==> src/sv/itaf_pkg.sv <==
// Shared constants, types and the digit character function for the integer formatter.
package itaf_pkg;

    localparam int MAX_FIELD  = 60;
    localparam int NUM_DIGITS = 22;
    localparam int DIG_IDX_W  = 5;
    localparam int CNT_W      = 6;
    localparam int DD_STEPS   = 32;
    localparam int DD_CNT_W   = 6;

    // radix codes on the mode field
    localparam logic [1:0] MODE_DEC = 2'd0;
    localparam logic [1:0] MODE_OCT = 2'd1;
    localparam logic [1:0] MODE_HEX = 2'd2;

    // ASCII characters
    localparam logic [7:0] CH_ZERO  = 8'h30;
    localparam logic [7:0] CH_SPACE = 8'h20;
    localparam logic [7:0] CH_PLUS  = 8'h2B;
    localparam logic [7:0] CH_MINUS = 8'h2D;
    localparam logic [7:0] CH_X_LO  = 8'h78;
    localparam logic [7:0] CH_X_UP  = 8'h58;
    localparam logic [7:0] CH_A_LO  = 8'h61;
    localparam logic [7:0] CH_A_UP  = 8'h41;

    typedef logic [NUM_DIGITS-1:0][3:0] digit_vec_t;

    typedef enum logic [2:0] {
        ST_IDLE,
        ST_CONV,
        ST_COUNT,
        ST_PLAN,
        ST_EMIT
    } state_t;

    // character position boundaries of each output section
    typedef struct packed {
        logic [CNT_W-1:0] b_pre;
        logic [CNT_W-1:0] b_sgn;
        logic [CNT_W-1:0] b_lpad;
        logic [CNT_W-1:0] b_zero;
        logic [CNT_W-1:0] b_dig;
        logic [CNT_W-1:0] total;
        logic [7:0]       sign_sym;
        logic             upper;
    } plan_t;

    // map one digit value to its ASCII character
    function automatic logic [7:0] digit_char(input logic [3:0] d, input logic upper);
        logic [7:0] c;
        if (d < 4'd10)
        begin
            c = CH_ZERO + {4'd0, d};
        end
        else
        begin
            c = (upper ? CH_A_UP : CH_A_LO) + {4'd0, d - 4'd10};
        end
        return c;
    endfunction

endpackage

==> src/sv/integer_to_ascii_formatter.sv <==
// Top level of the integer formatter: sequencer, section plan and unit hookup.
//
//  channel | handshake            | payload
//  --------+----------------------+--------------------------------------------
//  in      | in_valid / in_ready  | value, signed_value, mode, flags, widths
//  out     | out_valid / out_ready| out_char, last (one transfer per character)
//
// Hex and octal items are split into digits on load; decimal items run shift-add-3
// steps of two value bits each until the step counter ends. Digits are then
// counted, sections planned and the output register filled, and one character
// transfers per handshake. The next item is accepted the cycle after the last
// character transfers. Reset clears the sequencer, step counter and output valid.
// A stalled out_ready holds the current character and pauses the emitter.
module integer_to_ascii_formatter (
    input  logic        clk,
    input  logic        rst_n,
    input  logic        in_valid,
    output logic        in_ready,
    input  logic [63:0] value,
    input  logic        signed_value,
    input  logic [1:0]  mode,
    input  logic        left_justify,
    input  logic        force_plus,
    input  logic        space_sign,
    input  logic        zero_pad,
    input  logic        upper_case,
    input  logic        alt_prefix,
    input  logic [5:0]  field_width,
    input  logic [5:0]  min_digits,
    output logic        out_valid,
    input  logic        out_ready,
    output logic [7:0]  out_char,
    output logic        last
);
    import itaf_pkg::*;

    state_t               state_reg, state_next;
    logic                 accept;
    logic                 count_en;
    logic                 start_emit;
    logic                 neg_in;
    logic [63:0]          magnitude;
    digit_vec_t           digits;
    logic [DIG_IDX_W-1:0] num_digits;
    logic [DIG_IDX_W-1:0] ndig_reg;
    logic                 dig_done;
    logic                 emit_done;
    plan_t                plan;

    // captured conversion settings
    logic [1:0]       mode_reg;
    logic             neg_reg, left_reg, plus_reg, space_reg, zero_reg, upper_reg, alt_reg;
    logic [CNT_W-1:0] fw_reg, md_reg;

    // plan arithmetic
    logic [CNT_W-1:0] w_sat, p_sat, w_adj, ndig_w, max_len, pz, zcnt, pad;
    logic [CNT_W:0]   need;
    logic [1:0]       pre;
    logic             sgn;

    assign accept    = in_valid && in_ready;
    assign neg_in    = signed_value && (mode == MODE_DEC) && value[63];
    assign magnitude = neg_in ? (64'd0 - value) : value;

    // next state
    always_comb
    begin
        state_next = state_reg;
        unique case (state_reg)
            ST_IDLE:  if (in_valid) state_next = ST_CONV;
            ST_CONV:  if (dig_done) state_next = ST_COUNT;
            ST_COUNT: state_next = ST_PLAN;
            ST_PLAN:  state_next = ST_EMIT;
            ST_EMIT:  if (emit_done) state_next = ST_IDLE;
            default:  state_next = ST_IDLE;
        endcase
    end

    // sequencer outputs
    always_comb
    begin
        in_ready   = 1'b0;
        count_en   = 1'b0;
        start_emit = 1'b0;
        unique case (state_reg)
            ST_IDLE:  in_ready   = 1'b1;
            ST_CONV:  ;
            ST_COUNT: count_en   = 1'b1;
            ST_PLAN:  start_emit = 1'b1;
            ST_EMIT:  ;
            default:  ;
        endcase
    end

    // hold sequencer state
    always_ff @(posedge clk or negedge rst_n)
    begin
        if (!rst_n)
        begin
            state_reg <= ST_IDLE;
        end
        else
        begin
            state_reg <= state_next;
        end
    end

    // capture settings on input transfer, digit count after conversion
    always_ff @(posedge clk)
    begin
        if (accept)
        begin
            mode_reg  <= mode;
            neg_reg   <= neg_in;
            left_reg  <= left_justify;
            plus_reg  <= force_plus;
            space_reg <= space_sign;
            zero_reg  <= zero_pad;
            upper_reg <= upper_case;
            alt_reg   <= alt_prefix;
            fw_reg    <= field_width;
            md_reg    <= min_digits;
        end
        if (count_en)
        begin
            ndig_reg <= num_digits;
        end
    end

    // work out section sizes and boundaries
    always_comb
    begin
        w_sat   = (fw_reg > CNT_W'(MAX_FIELD)) ? CNT_W'(MAX_FIELD) : fw_reg;
        p_sat   = (md_reg > CNT_W'(MAX_FIELD)) ? CNT_W'(MAX_FIELD) : md_reg;
        pre     = (alt_reg && (mode_reg != MODE_DEC)) ?
                  ((mode_reg == MODE_OCT) ? 2'd1 : 2'd2) : 2'd0;
        w_adj   = (w_sat >= {4'd0, pre}) ? w_sat - {4'd0, pre} : '0;
        sgn     = neg_reg || space_reg || plus_reg;
        ndig_w  = {1'b0, ndig_reg};
        max_len = (p_sat > ndig_w) ? p_sat : ndig_w;
        need    = {1'b0, max_len} + {{CNT_W{1'b0}}, sgn};
        pad     = (!zero_reg && ({1'b0, w_adj} > need)) ?
                  CNT_W'({1'b0, w_adj} - need) : '0;
        pz      = (zero_reg && (w_adj > p_sat)) ? w_adj : p_sat;
        zcnt    = (pz > ndig_w) ? pz - ndig_w : '0;

        plan.b_pre    = {4'd0, pre};
        plan.b_sgn    = plan.b_pre + {{(CNT_W-1){1'b0}}, sgn};
        plan.b_lpad   = plan.b_sgn + (left_reg ? '0 : pad);
        plan.b_zero   = plan.b_lpad + zcnt;
        plan.b_dig    = plan.b_zero + ndig_w;
        plan.total    = plan.b_dig + (left_reg ? pad : '0);
        plan.sign_sym = neg_reg ? CH_MINUS : (space_reg ? CH_SPACE : CH_PLUS);
        plan.upper    = upper_reg;
    end

    itaf_digits u_digits (
        .clk        (clk),
        .rst_n      (rst_n),
        .load       (accept),
        .mode       (mode),
        .magnitude  (magnitude),
        .digits     (digits),
        .num_digits (num_digits),
        .done       (dig_done)
    );

    itaf_emit u_emit (
        .clk       (clk),
        .rst_n     (rst_n),
        .start     (start_emit),
        .plan      (plan),
        .digits    (digits),
        .out_valid (out_valid),
        .out_ready (out_ready),
        .out_char  (out_char),
        .last      (last),
        .done      (emit_done)
    );

    a_out_in_emit: assert property (@(posedge clk) disable iff (!rst_n)
        out_valid |-> state_reg == ST_EMIT)
        else $error("character offered outside emit phase");

    a_accept_to_conv: assert property (@(posedge clk) disable iff (!rst_n)
        accept |=> state_reg == ST_CONV)
        else $error("input transfer did not start conversion");

    a_plan_nonempty: assert property (@(posedge clk) disable iff (!rst_n)
        (state_reg == ST_PLAN) |-> plan.total != '0)
        else $error("planned item has no characters");

endmodule

==> src/sv/itaf_digits.sv <==
// Digit unit: splits the magnitude into radix digits, decimal through a shift-add-3 loop.
module itaf_digits (
    input  logic                             clk,
    input  logic                             rst_n,
    input  logic                             load,
    input  logic [1:0]                       mode,
    input  logic [63:0]                      magnitude,
    output itaf_pkg::digit_vec_t             digits,
    output logic [itaf_pkg::DIG_IDX_W-1:0]   num_digits,
    output logic                             done
);
    import itaf_pkg::*;

    localparam int DW = NUM_DIGITS * 4;

    logic [DD_CNT_W-1:0] cnt_reg, cnt_next;
    logic [DW-1:0]       dig_reg, dig_next;
    logic [63:0]         bin_reg, bin_next;
    logic [DW-1:0]       dd_mid;
    logic [65:0]         oct_src;

    // one double-dabble step: adjust each BCD digit, then shift one bit in
    function automatic logic [DW-1:0] dd_shift(input logic [DW-1:0] bcd, input logic bit_in);
        logic [DW-1:0] adj;
        for (int i = 0; i < NUM_DIGITS; i++)
        begin
            adj[4*i +: 4] = (bcd[4*i +: 4] >= 4'd5) ? bcd[4*i +: 4] + 4'd3 : bcd[4*i +: 4];
        end
        return {adj[DW-2:0], bit_in};
    endfunction

    assign oct_src = {2'b00, magnitude};
    assign dd_mid  = dd_shift(dig_reg, bin_reg[63]);

    // load the digit register or run two conversion bits per cycle
    always_comb
    begin
        cnt_next = cnt_reg;
        dig_next = dig_reg;
        bin_next = bin_reg;
        if (load)
        begin
            priority if (mode == MODE_DEC)
            begin
                dig_next = '0;
                bin_next = magnitude;
                cnt_next = DD_CNT_W'(DD_STEPS);
            end
            else if (mode == MODE_OCT)
            begin
                for (int i = 0; i < NUM_DIGITS; i++)
                begin
                    dig_next[4*i +: 4] = {1'b0, oct_src[3*i +: 3]};
                end
                cnt_next = '0;
            end
            else
            begin
                dig_next = '0;
                dig_next[63:0] = magnitude;
                cnt_next = '0;
            end
        end
        else if (cnt_reg != '0)
        begin
            dig_next = dd_shift(dd_mid, bin_reg[62]);
            bin_next = {bin_reg[61:0], 2'b00};
            cnt_next = cnt_reg - DD_CNT_W'(1);
        end
    end

    // hold the step counter
    always_ff @(posedge clk or negedge rst_n)
    begin
        if (!rst_n)
        begin
            cnt_reg <= '0;
        end
        else
        begin
            cnt_reg <= cnt_next;
        end
    end

    // hold the digit and remaining-bit registers
    always_ff @(posedge clk)
    begin
        dig_reg <= dig_next;
        bin_reg <= bin_next;
    end

    // find the highest nonzero digit, at least one digit
    always_comb
    begin
        num_digits = DIG_IDX_W'(1);
        for (int i = 0; i < NUM_DIGITS; i++)
        begin
            if (dig_reg[4*i +: 4] != 4'd0)
            begin
                num_digits = DIG_IDX_W'(i + 1);
            end
        end
    end

    assign digits = dig_reg;
    assign done   = (cnt_reg == '0);

    a_load_when_idle: assert property (@(posedge clk) disable iff (!rst_n)
        load |-> cnt_reg == '0)
        else $error("digit unit loaded while converting");

endmodule

==> src/sv/itaf_emit.sv <==
// Character emitter: walks the output positions and drives the registered result channel.
module itaf_emit (
    input  logic                   clk,
    input  logic                   rst_n,
    input  logic                   start,
    input  itaf_pkg::plan_t        plan,
    input  itaf_pkg::digit_vec_t   digits,
    output logic                   out_valid,
    input  logic                   out_ready,
    output logic [7:0]             out_char,
    output logic                   last,
    output logic                   done
);
    import itaf_pkg::*;

    plan_t            plan_reg;
    logic             active_reg, active_next;
    logic [CNT_W-1:0] pos_reg, pos_next;
    logic             out_valid_reg, out_valid_next;
    logic [7:0]       out_char_reg;
    logic             last_reg;
    logic [CNT_W-1:0] dig_pos;
    logic [7:0]       cur_char;
    logic             cur_last;
    logic             load_out;

    assign dig_pos  = plan_reg.b_dig - CNT_W'(1) - pos_reg;
    assign cur_last = (pos_reg == plan_reg.total - CNT_W'(1));
    assign load_out = active_reg && (!out_valid_reg || out_ready);

    // pick the character of the current position by section
    always_comb
    begin
        priority if (pos_reg < plan_reg.b_pre)
        begin
            cur_char = (pos_reg == '0) ? CH_ZERO : (plan_reg.upper ? CH_X_UP : CH_X_LO);
        end
        else if (pos_reg < plan_reg.b_sgn)
        begin
            cur_char = plan_reg.sign_sym;
        end
        else if (pos_reg < plan_reg.b_lpad)
        begin
            cur_char = CH_SPACE;
        end
        else if (pos_reg < plan_reg.b_zero)
        begin
            cur_char = CH_ZERO;
        end
        else if (pos_reg < plan_reg.b_dig)
        begin
            cur_char = digit_char(digits[dig_pos[DIG_IDX_W-1:0]], plan_reg.upper);
        end
        else
        begin
            cur_char = CH_SPACE;
        end
    end

    // advance position and output valid
    always_comb
    begin
        active_next    = active_reg;
        pos_next       = pos_reg;
        out_valid_next = out_valid_reg;
        if (out_valid_reg && out_ready)
        begin
            out_valid_next = 1'b0;
        end
        if (start)
        begin
            active_next = 1'b1;
            pos_next    = '0;
        end
        else if (load_out)
        begin
            out_valid_next = 1'b1;
            pos_next       = pos_reg + CNT_W'(1);
            if (cur_last)
            begin
                active_next = 1'b0;
            end
        end
    end

    // hold control state
    always_ff @(posedge clk or negedge rst_n)
    begin
        if (!rst_n)
        begin
            active_reg    <= 1'b0;
            pos_reg       <= '0;
            out_valid_reg <= 1'b0;
        end
        else
        begin
            active_reg    <= active_next;
            pos_reg       <= pos_next;
            out_valid_reg <= out_valid_next;
        end
    end

    // hold plan and output payload
    always_ff @(posedge clk)
    begin
        if (start)
        begin
            plan_reg <= plan;
        end
        if (load_out && !start)
        begin
            out_char_reg <= cur_char;
            last_reg     <= cur_last;
        end
    end

    assign out_valid = out_valid_reg;
    assign out_char  = out_char_reg;
    assign last      = last_reg;
    assign done      = out_valid_reg && out_ready && last_reg;

    a_start_quiet: assert property (@(posedge clk) disable iff (!rst_n)
        start |-> !active_reg && !out_valid_reg)
        else $error("emitter started while busy");

    a_pos_in_range: assert property (@(posedge clk) disable iff (!rst_n)
        active_reg |-> pos_reg < plan_reg.total)
        else $error("emitter position past end of item");

endmodule
==> config.mk <==
export PLATFORM = sky130hd
export DESIGN_NAME = integer_to_ascii_formatter
export DESIGN_NICKNAME = d
export VERILOG_FILES = /design/src/sv/itaf_pkg.sv /design/src/sv/integer_to_ascii_formatter.sv /design/src/sv/itaf_digits.sv /design/src/sv/itaf_emit.sv
export SDC_FILE = /design/constraint.sdc
export NUM_CORES = 1
export LEC_CHECK = 0
export ABC_AREA = 1
export BUFFER_PORTS_ARGS = -buffer_cell sky130_fd_sc_hd__buf_2
export CELL_PAD_IN_SITES_DETAIL_PLACEMENT = 1
export CELL_PAD_IN_SITES_GLOBAL_PLACEMENT = 2
export CORE_MARGIN = 4
export CORE_UTILIZATION = 34
export DETAILED_ROUTE_END_ITERATION = 10
export GPL_TIMING_DRIVEN = 1
export PLACE_DENSITY_LB_ADDON = 0.1
export SETUP_SLACK_MARGIN = 0.3
export SLEW_MARGIN = 10
export SYNTH_ARGS = -nofsm -noshare
export SYNTH_HDL_FRONTEND = slang
export SYNTH_HIERARCHICAL = 1
export SYNTH_SLANG_ARGS = --single-unit
export TNS_END_PERCENT = 30
==> constraint.sdc <==
create_clock -name clk -period 6.4 [get_ports clk]
set_input_delay 0.64 -clock clk [delete_from_list [all_inputs] [get_ports clk]]
set_output_delay 0.64 -clock clk [all_outputs]
set_load 0.1 [all_outputs]
==> summary.md, run 1 <==
| Metric | Value |
|---|---|
| Status | `complete, but fails checks` |
| Failing checks | `setup timing` |
| Fin. Hold Viols | `0` |
| Final Cycle Share | `1.07` |
| Register area share after synthesis | `0.361` |
| FF-to-FF path depth | `42` |
| GRT Resource Usage Total | `0.211` |
| Finish-stage setup viols | `3` |
| Fill cell count | `7202` |
| Core box area | `59400 um2` |
| Met1 usage | `0.288` |
| Num ports | `100` |
| Max_cap viols | `0` |
| Die W | `253 um` |
| Compound-gate portion of the synthesized area | `0.143` |
| GR Util met3 | `0.0173` |
| Clock Skew | `around 0.015 ns` |
| Clock buffers created by TritonCTS | `31` |
| Area grow syn2layout | `19.4%` |
| Die area | `~64000 um2` |
| Util after Layout | `0.412` |
| Crit path max fanout | `5` |
| Root Driver | `clkbuf_16` |
| Yosys warns | `6` |
| Average cell area after synthesis | `7.68 um2` |
| DRT Wirelength | `around 69000 um` |
| Post-synth EDFFs | `232` |
| Starting Density | `0.345` |
| Vias per cell | `5.09` |
| Multiplexer share of the synthesized area | `0.000977` |
| Worst Path Arrival | `a little over 7 ns` |
| Pin count of the biggest net entering global routing | `roughly 130` |
| Yosys reg bits | `249` |
| Worst endpoint required time | `around 6.8 ns` |
| Initial antenna violation count | `0` |
| WL/cell | `18.7 um` |
| Max incr delay on CP | `just over 0.4 ns` |
| Hold path cells | `1` |
| Top_reg_cell synth | `edfxtp_1` |
| Final WS setup | `-0.458 ns` |
| Setup_tns | `-1.11 ns` |
| Tightest Pin Transition | `approximately 1.1 ns` |
| Antenna fix cells | `0` |
| Worst hold path class | `in -> reg` |
| Post-Synth Simple-Gate Area | `0.234` |
| DR vias | `roughly 19000` |
| Routability cong. | `0.858` |
| Die Height | `253 um` |
| DRC | `0` |
| Post-Synthesis Cells | `2669` |
| Unrepaired setup endpoints after global routing | `true` |
| CTS sink count | `249` |
| First-pass DRT Iterations | `5` |
| Layout cell share with drive strength beyond 1 | `0.162` |
| H-tree depth | `1` |
| Slowest cell on crit path | `or3b_4` |
| Post-route minimum period | `6.86 ns` |
| Critical path class | `reg -> reg` |
| Max reg flops | `88` |
| Xor and xnor fraction of the mapped netlist area | `0.0543` |
| Initial DRC Count | `994` |
| Ys async rst share | `0.0683` |
| Post-DRT Antenna Nets | `0` |
| CTS max path bufs | `3` |
| Crit start category | `flip-flop` |
| CTS tree | `yes` |
| Vias in the first global route | `a little under 20000` |
| First-pass GRT wire length | `around 110000 um` |
| Setup crit end kind | `flip-flop` |
| Upper clock frequency limit | `between 100 and 150 MHz` |
| Met2 Usage GRT | `0.366` |
| Reg clk slew, reported paths | `0.07 ns` |
| Post-Synth Adder-Cell Area | `0.113` |
| Slew margin rel. | `0.295` |
| Skew-Pair Late Insertion Delay | `~0.60 ns` |
| Synthesized area | `20500 um2` |
| Multi-input gate area in the final layout | `11800 um2` |
| Remaining global-route overflow | `0` |
| Dpl hpwl | `approximately 52000 um` |
| Fin nets | `about 3200` |
| Row count | `89` |
| Largest family of logic cells by synthesized area | `simple AND/OR/NAND/NOR gates` |
| Netlist cell types | `60` |
| Slew Limit Fails | `0` |
| # port buffers | `between 90 and 100` |
| Sequential cell area | `7390 um2` |
| Busiest grt layer | `met2` |
-- synthesized netlist by cell type, drive strengths merged (7+ instances only) --
cell type / count / share of area
edfxtp: 232 / 0.34
fa: 8 / 0.0078
o21ai: 226 / 0.058
clkbuf: 36 / 0.0066
buf: 24 / 0.0075
or2: 12 / 0.0037
a21boi: 7 / 0.0026
xnor2: 31 / 0.013
xor2: 96 / 0.041
nor4: 8 / 0.0024
nor2: 241 / 0.047
a31oi: 8 / 0.0024
dfrtp: 17 / 0.021
o32ai: 7 / 0.0030
ha: 173 / 0.11
nand4: 23 / 0.0088
o22ai: 22 / 0.0067
inv: 429 / 0.079
nand3: 126 / 0.033
o221ai: 47 / 0.020
a21oi: 121 / 0.030
o211ai: 18 / 0.0066
nand2: 667 / 0.12
a211oi: 23 / 0.0084
nor3: 37 / 0.011
-- cell type report --
| class | count | share of cell area |
|---|---|---|
| clock inverters | 15 | 0.00875 |
| well taps | 773 | 0.0395 |
| inverters | 430 | 0.0663 |
| clock buffers | 42 | 0.0346 |
| multi-input cells | 1939 | 0.483 |
| repair buffers | 240 | 0.0660 |
| flip-flops and latches | 249 | 0.302 |
-- metal layers --
| metal | wire, um | part of all wire |
|---|---|---|
| met3 | 1980 | 0.029 |
| met4 | 1440 | 0.021 |
| met5 | 0 | 0 |
| met2 | 33100 | 0.48 |
| met1 | 32500 | 0.47 |
-- stage by stage --
| step | setup WS [ns] | hold WS (ns) | cell area [um2] | cells |
|---|---|---|---|---|
| 2_1_floorplan | -0.212 | 0.344 | 20600 | 2678 |
| 3_3_place_gp | -0.434 | 0.410 | 22600 | 3591 |
| 3_5_place_dp | -0.678 | 0.418 | 22600 | 3591 |
| 4_1_cts | -0.413 | 0.171 | 24000 | 3674 |
| 5_1_grt | -0.873 | 0.191 | 24500 | 3688 |
| 6_report | -0.458 | 0.216 | 24500 | 3688 |
-- logic make-up after synthesis --
kind of cell / count (synthesis)
muxes: 2
buffers and inverters: 490
adders and majority gates: 181
AOI/OAI and AO/OA: 491
xor gates and xnor gates: 127
other: 2
and+or+nand+nor: 1127
DFF: 249
-- cells in the final DEF, fill, tap and decap left out, types with 27 or more instances in the layout --
cell	n
a21oi_1	107
o21ai_1	29
nand2_1	638
inv_1	401
buf_2	100
o221ai_1	47
nor2_1	219
xnor2_1	27
xor2_1	92
edfxtp_1	232
clkbuf_16	31
nand3_1	113
buf_4	125
o21ai_0	175
ha_1	155
nor3_1	27
-- worst max-delay path: cells and delay by family (launching register included) --
family,cells,cell delay [ns]
AO/OA/AOI/OAI,7,0.96
buffers and inverters,7,0.58
flip-flops,1,0.36
adder cells (fa/ha/maj),8,2.30
AND/OR/NAND/NOR,17,1.91
XOR/XNOR,3,0.54
-- worst paths after layout --
kind	slack, ns	from	to
worst max-delay path	-0.46	fw_reg[2]	u_emit/plan_reg[14]
worst min-delay path	0.22	zero_pad	zero_reg
worst max register to register	-0.46	fw_reg[2]	u_emit/plan_reg[14]
worst min register to register	0.43	upper_reg	u_emit/plan_reg[0]
max in group asynchronous	5.56	rst_n	state_reg[2]
min in group asynchronous	0.53	rst_n	u_digits/cnt_reg[2]
-- timing repair --
action | 4_1_cts | 5_1_grt
pin swaps | 51 | 65
endpoints found under the setup margin | 9 | 11
resized for setup | 39 | 79
hold endpoints to repair | 17 | 0
hold buffers | 1 | 0
gates cloned | 0 | 1
setup buffers | 25 | 13
Power of run 1 is left out: the tool's default activity adds up to more than one toggle a clock period on the data nets, which glitch-free logic cannot reach.
==> run 2: changes to the inputs <==
--- a/config.mk
+++ b/config.mk
@@ -13,8 +13,9 @@
 export CORE_UTILIZATION = 34
 export DETAILED_ROUTE_END_ITERATION = 10
 export GPL_TIMING_DRIVEN = 1
+export MAX_ROUTING_LAYER = met4
 export PLACE_DENSITY_LB_ADDON = 0.1
-export SETUP_SLACK_MARGIN = 0.3
+export REMOVE_ABC_BUFFERS = 1
 export SLEW_MARGIN = 10
 export SYNTH_ARGS = -nofsm -noshare
 export SYNTH_HDL_FRONTEND = slang
==> run 2 against run 1 <==
  * The flow still finishes with violations (setup timing)
  * Fmax down 0.57%
  * Register-to-register slack worse by 0.04 ns
  * First-iteration DRC count down 21%
  * Setup slack worse by 0.040 ns
  * Critical endpoint unchanged
  * Global-route usage up 1.2 points
  * Non-clock buffer count up 23
  * Core utilization up 0.67 points
  * Critical path type unchanged
  * Count of clock-buffer cells in the layout up 1
==> summary.md, run 2 (synthesized netlist as in run 1, its figures left out) <==
| Metric | Value |
|---|---|
| Final Cycle Share | `1.08` |
| Most frequent cells in the layout | `nand2_1, inv_1, edfxtp_1` |
| First-pass DRT Iterations | `4` |
| Num ports | `100` |
| Tightest Pin Transition | `1.11 ns` |
| CTS sink count | `249` |
| Die W | `253 um` |
| Unrepaired setup endpoints after global routing | `true` |
| Util after Layout | `0.419` |
| Skew-Pair Late Insertion Delay | `0.56 ns` |
| Crit path max fanout | `5` |
| Post-route minimum period | `6.90 ns` |
| FF-to-FF path depth | `45` |
| Root Driver | `clkbuf_16` |
| Clock Skew | `0.0182 ns` |
| Slew Limit Fails | `0` |
| # port buffers | `99` |
| Setup crit end kind | `flip-flop` |
| Reg-to-reg endpoint | `u_emit/plan_reg[14]` |
| Row count | `89` |
| Failing checks | `setup timing` |
| Worst hold path class | `in -> async` |
| Final WS setup | `-0.497 ns` |
| Post-DRT Antenna Nets | `0` |
| Worst endpoint required time | `6.70 ns` |
| Reg2Reg Launch Point | `fw_reg[4]` |
| DR vias | `about 19000` |
| Upper clock frequency limit | `145 MHz` |
| Pin count of the biggest net entering global routing | `135` |
| Max incr delay on CP | `0.41 ns` |
| Clock buffers created by TritonCTS | `34` |
| CTS max path bufs | `3` |
| Fin nets | `3188` |
| Remaining global-route overflow | `0` |
| Fin area | `~25000 um2` |
| Status | `complete, but fails checks` |
| Reg-to-reg slack, setup | `-0.50 ns` |
| Dpl hpwl | `52300 um` |
| Crit start category | `flip-flop` |
| Initial antenna violation count | `0` |
| Routability cong. | `0.836` |
| Starting Density | `0.345` |
| Vias in the first global route | `20100` |
| GRT Resource Usage Total | `0.223` |
| Layout cell share with drive strength beyond 1 | `0.176` |
| Final cell count without fillers | `3715` |
| Slew margin rel. | `0.256` |
| Max reg flops | `88` |
| Slowest cell on crit path | `or3b_4` |
| Area grow syn2layout | `21.3%` |
| Antenna fix cells | `0` |
| Commonest non-fill, non-tap cell in the layout | `nand2_1` |
| Fin. Hold Viols | `0` |
| H-tree depth | `2` |
| Initial DRC Count | `785` |
| DRT Wirelength | `roughly 70000 um` |
| Die area | `64200 um2` |
| Setup_tns | `-1.28 ns` |
| WL/cell | `19.0 um` |
| Max_cap viols | `0` |
| First-pass GRT wire length | `roughly 110000 um` |
| CTS tree | `yes` |
| Finish-stage setup viols | `8` |
| Critical path class | `reg -> reg` |
| Fill cell count | `7282` |
| DRC | `0` |
| Area after DPL | `22600 um2` |
| Core box area | `59400 um2` |
| Worst Path Arrival | `around 7.2 ns` |
| Reg clk slew, reported paths | `0.06 ns` |
| Die Height | `253 um` |
| Vias per cell | `just over 5` |
| Hold-fix buffers at CTS | `0` |
| Placed insts | `roughly 3600` |
==> run 2: changes by cell type in the layout (fill, tap and decap cells not counted), moves of 3 or more <==
cell | previous run | this run
buf_4 | 125 | 151
nand2_1 | 638 | 632
clkbuf_16 | 31 | 35
nand2_4 | 4 | 8
nand3_1 | 113 | 109
nor2_1 | 219 | 215
clkinv_2 | 3 | 6
nor2_2 | 13 | 16
==> run 2: through the flow <==
| stage | setup WS [ns] | hold WS, ns |
|---|---|---|
| 2_1_floorplan | -7.02 | 0.344 |
| 3_3_place_gp | -0.771 | 0.408 |
| 3_5_place_dp | -1.13 | 0.418 |
| 4_1_cts | -0.447 | 0.0155 |
| 5_1_grt | -0.862 | 0.0424 |
| 6_report | -0.497 | 0.0335 |
==> run 2: worst max path at each step <==
stage	start	to	slack, ns	depth (start not counted)
after CTS	fw_reg[4]	u_emit/plan_reg[14]	-0.45	45
final	fw_reg[4]	u_emit/plan_reg[14]	-0.50	45
after global routing	md_reg[5]	u_emit/plan_reg[14]	-0.86	43
after detailed placement	fw_reg[2]	u_emit/plan_reg[14]	-1.13	45
after floorplan	in_valid	u_digits/bin_reg[0]	-7.02	5
after global placement	fw_reg[4]	u_emit/plan_reg[14]	-0.77	41
==> run 2: worst max-delay path: cells and delay by family (launching register included) <==
family	cells	cell delay, ns
adder cells (fa/ha/maj)	8	2.23
AND/OR/NAND/NOR	19	1.98
AO/OA/AOI/OAI	6	0.88
buffers and inverters	9	0.68
XOR/XNOR	3	0.51
flip-flops	1	0.36
==> run 2: cell type report <==
class	instances	area, um2	share of cell area
well taps	773	967	0.0389
flip-flops and latches	249	7390	0.297
clock buffers	43	926	0.0372
repair buffers	263	1790	0.0721
clock inverters	17	203	0.00815
inverters	430	1620	0.0653
multi-input cells	1940	12000	0.481
==> run 2: layer usage <==
layer | wire (um) | up-vias | GRT usage
li1 | - | 9353 | -
met1 | 31900 | 9112 | 0.275
met2 | 35600 | 212 | 0.397
met3 | 1850 | 83 | 0.0248
met4 | 1420 | 0 | 0.0470
met5 | 0 | - | -
==> run 2: repair_timing <==
action,CTS,global route
gates cloned,1,0
gates resized for setup,86,99
pin swaps,59,78
buffers inserted,35,17
endpoints found under the setup margin,10,10
Power of run 2 is left out for the same reason.
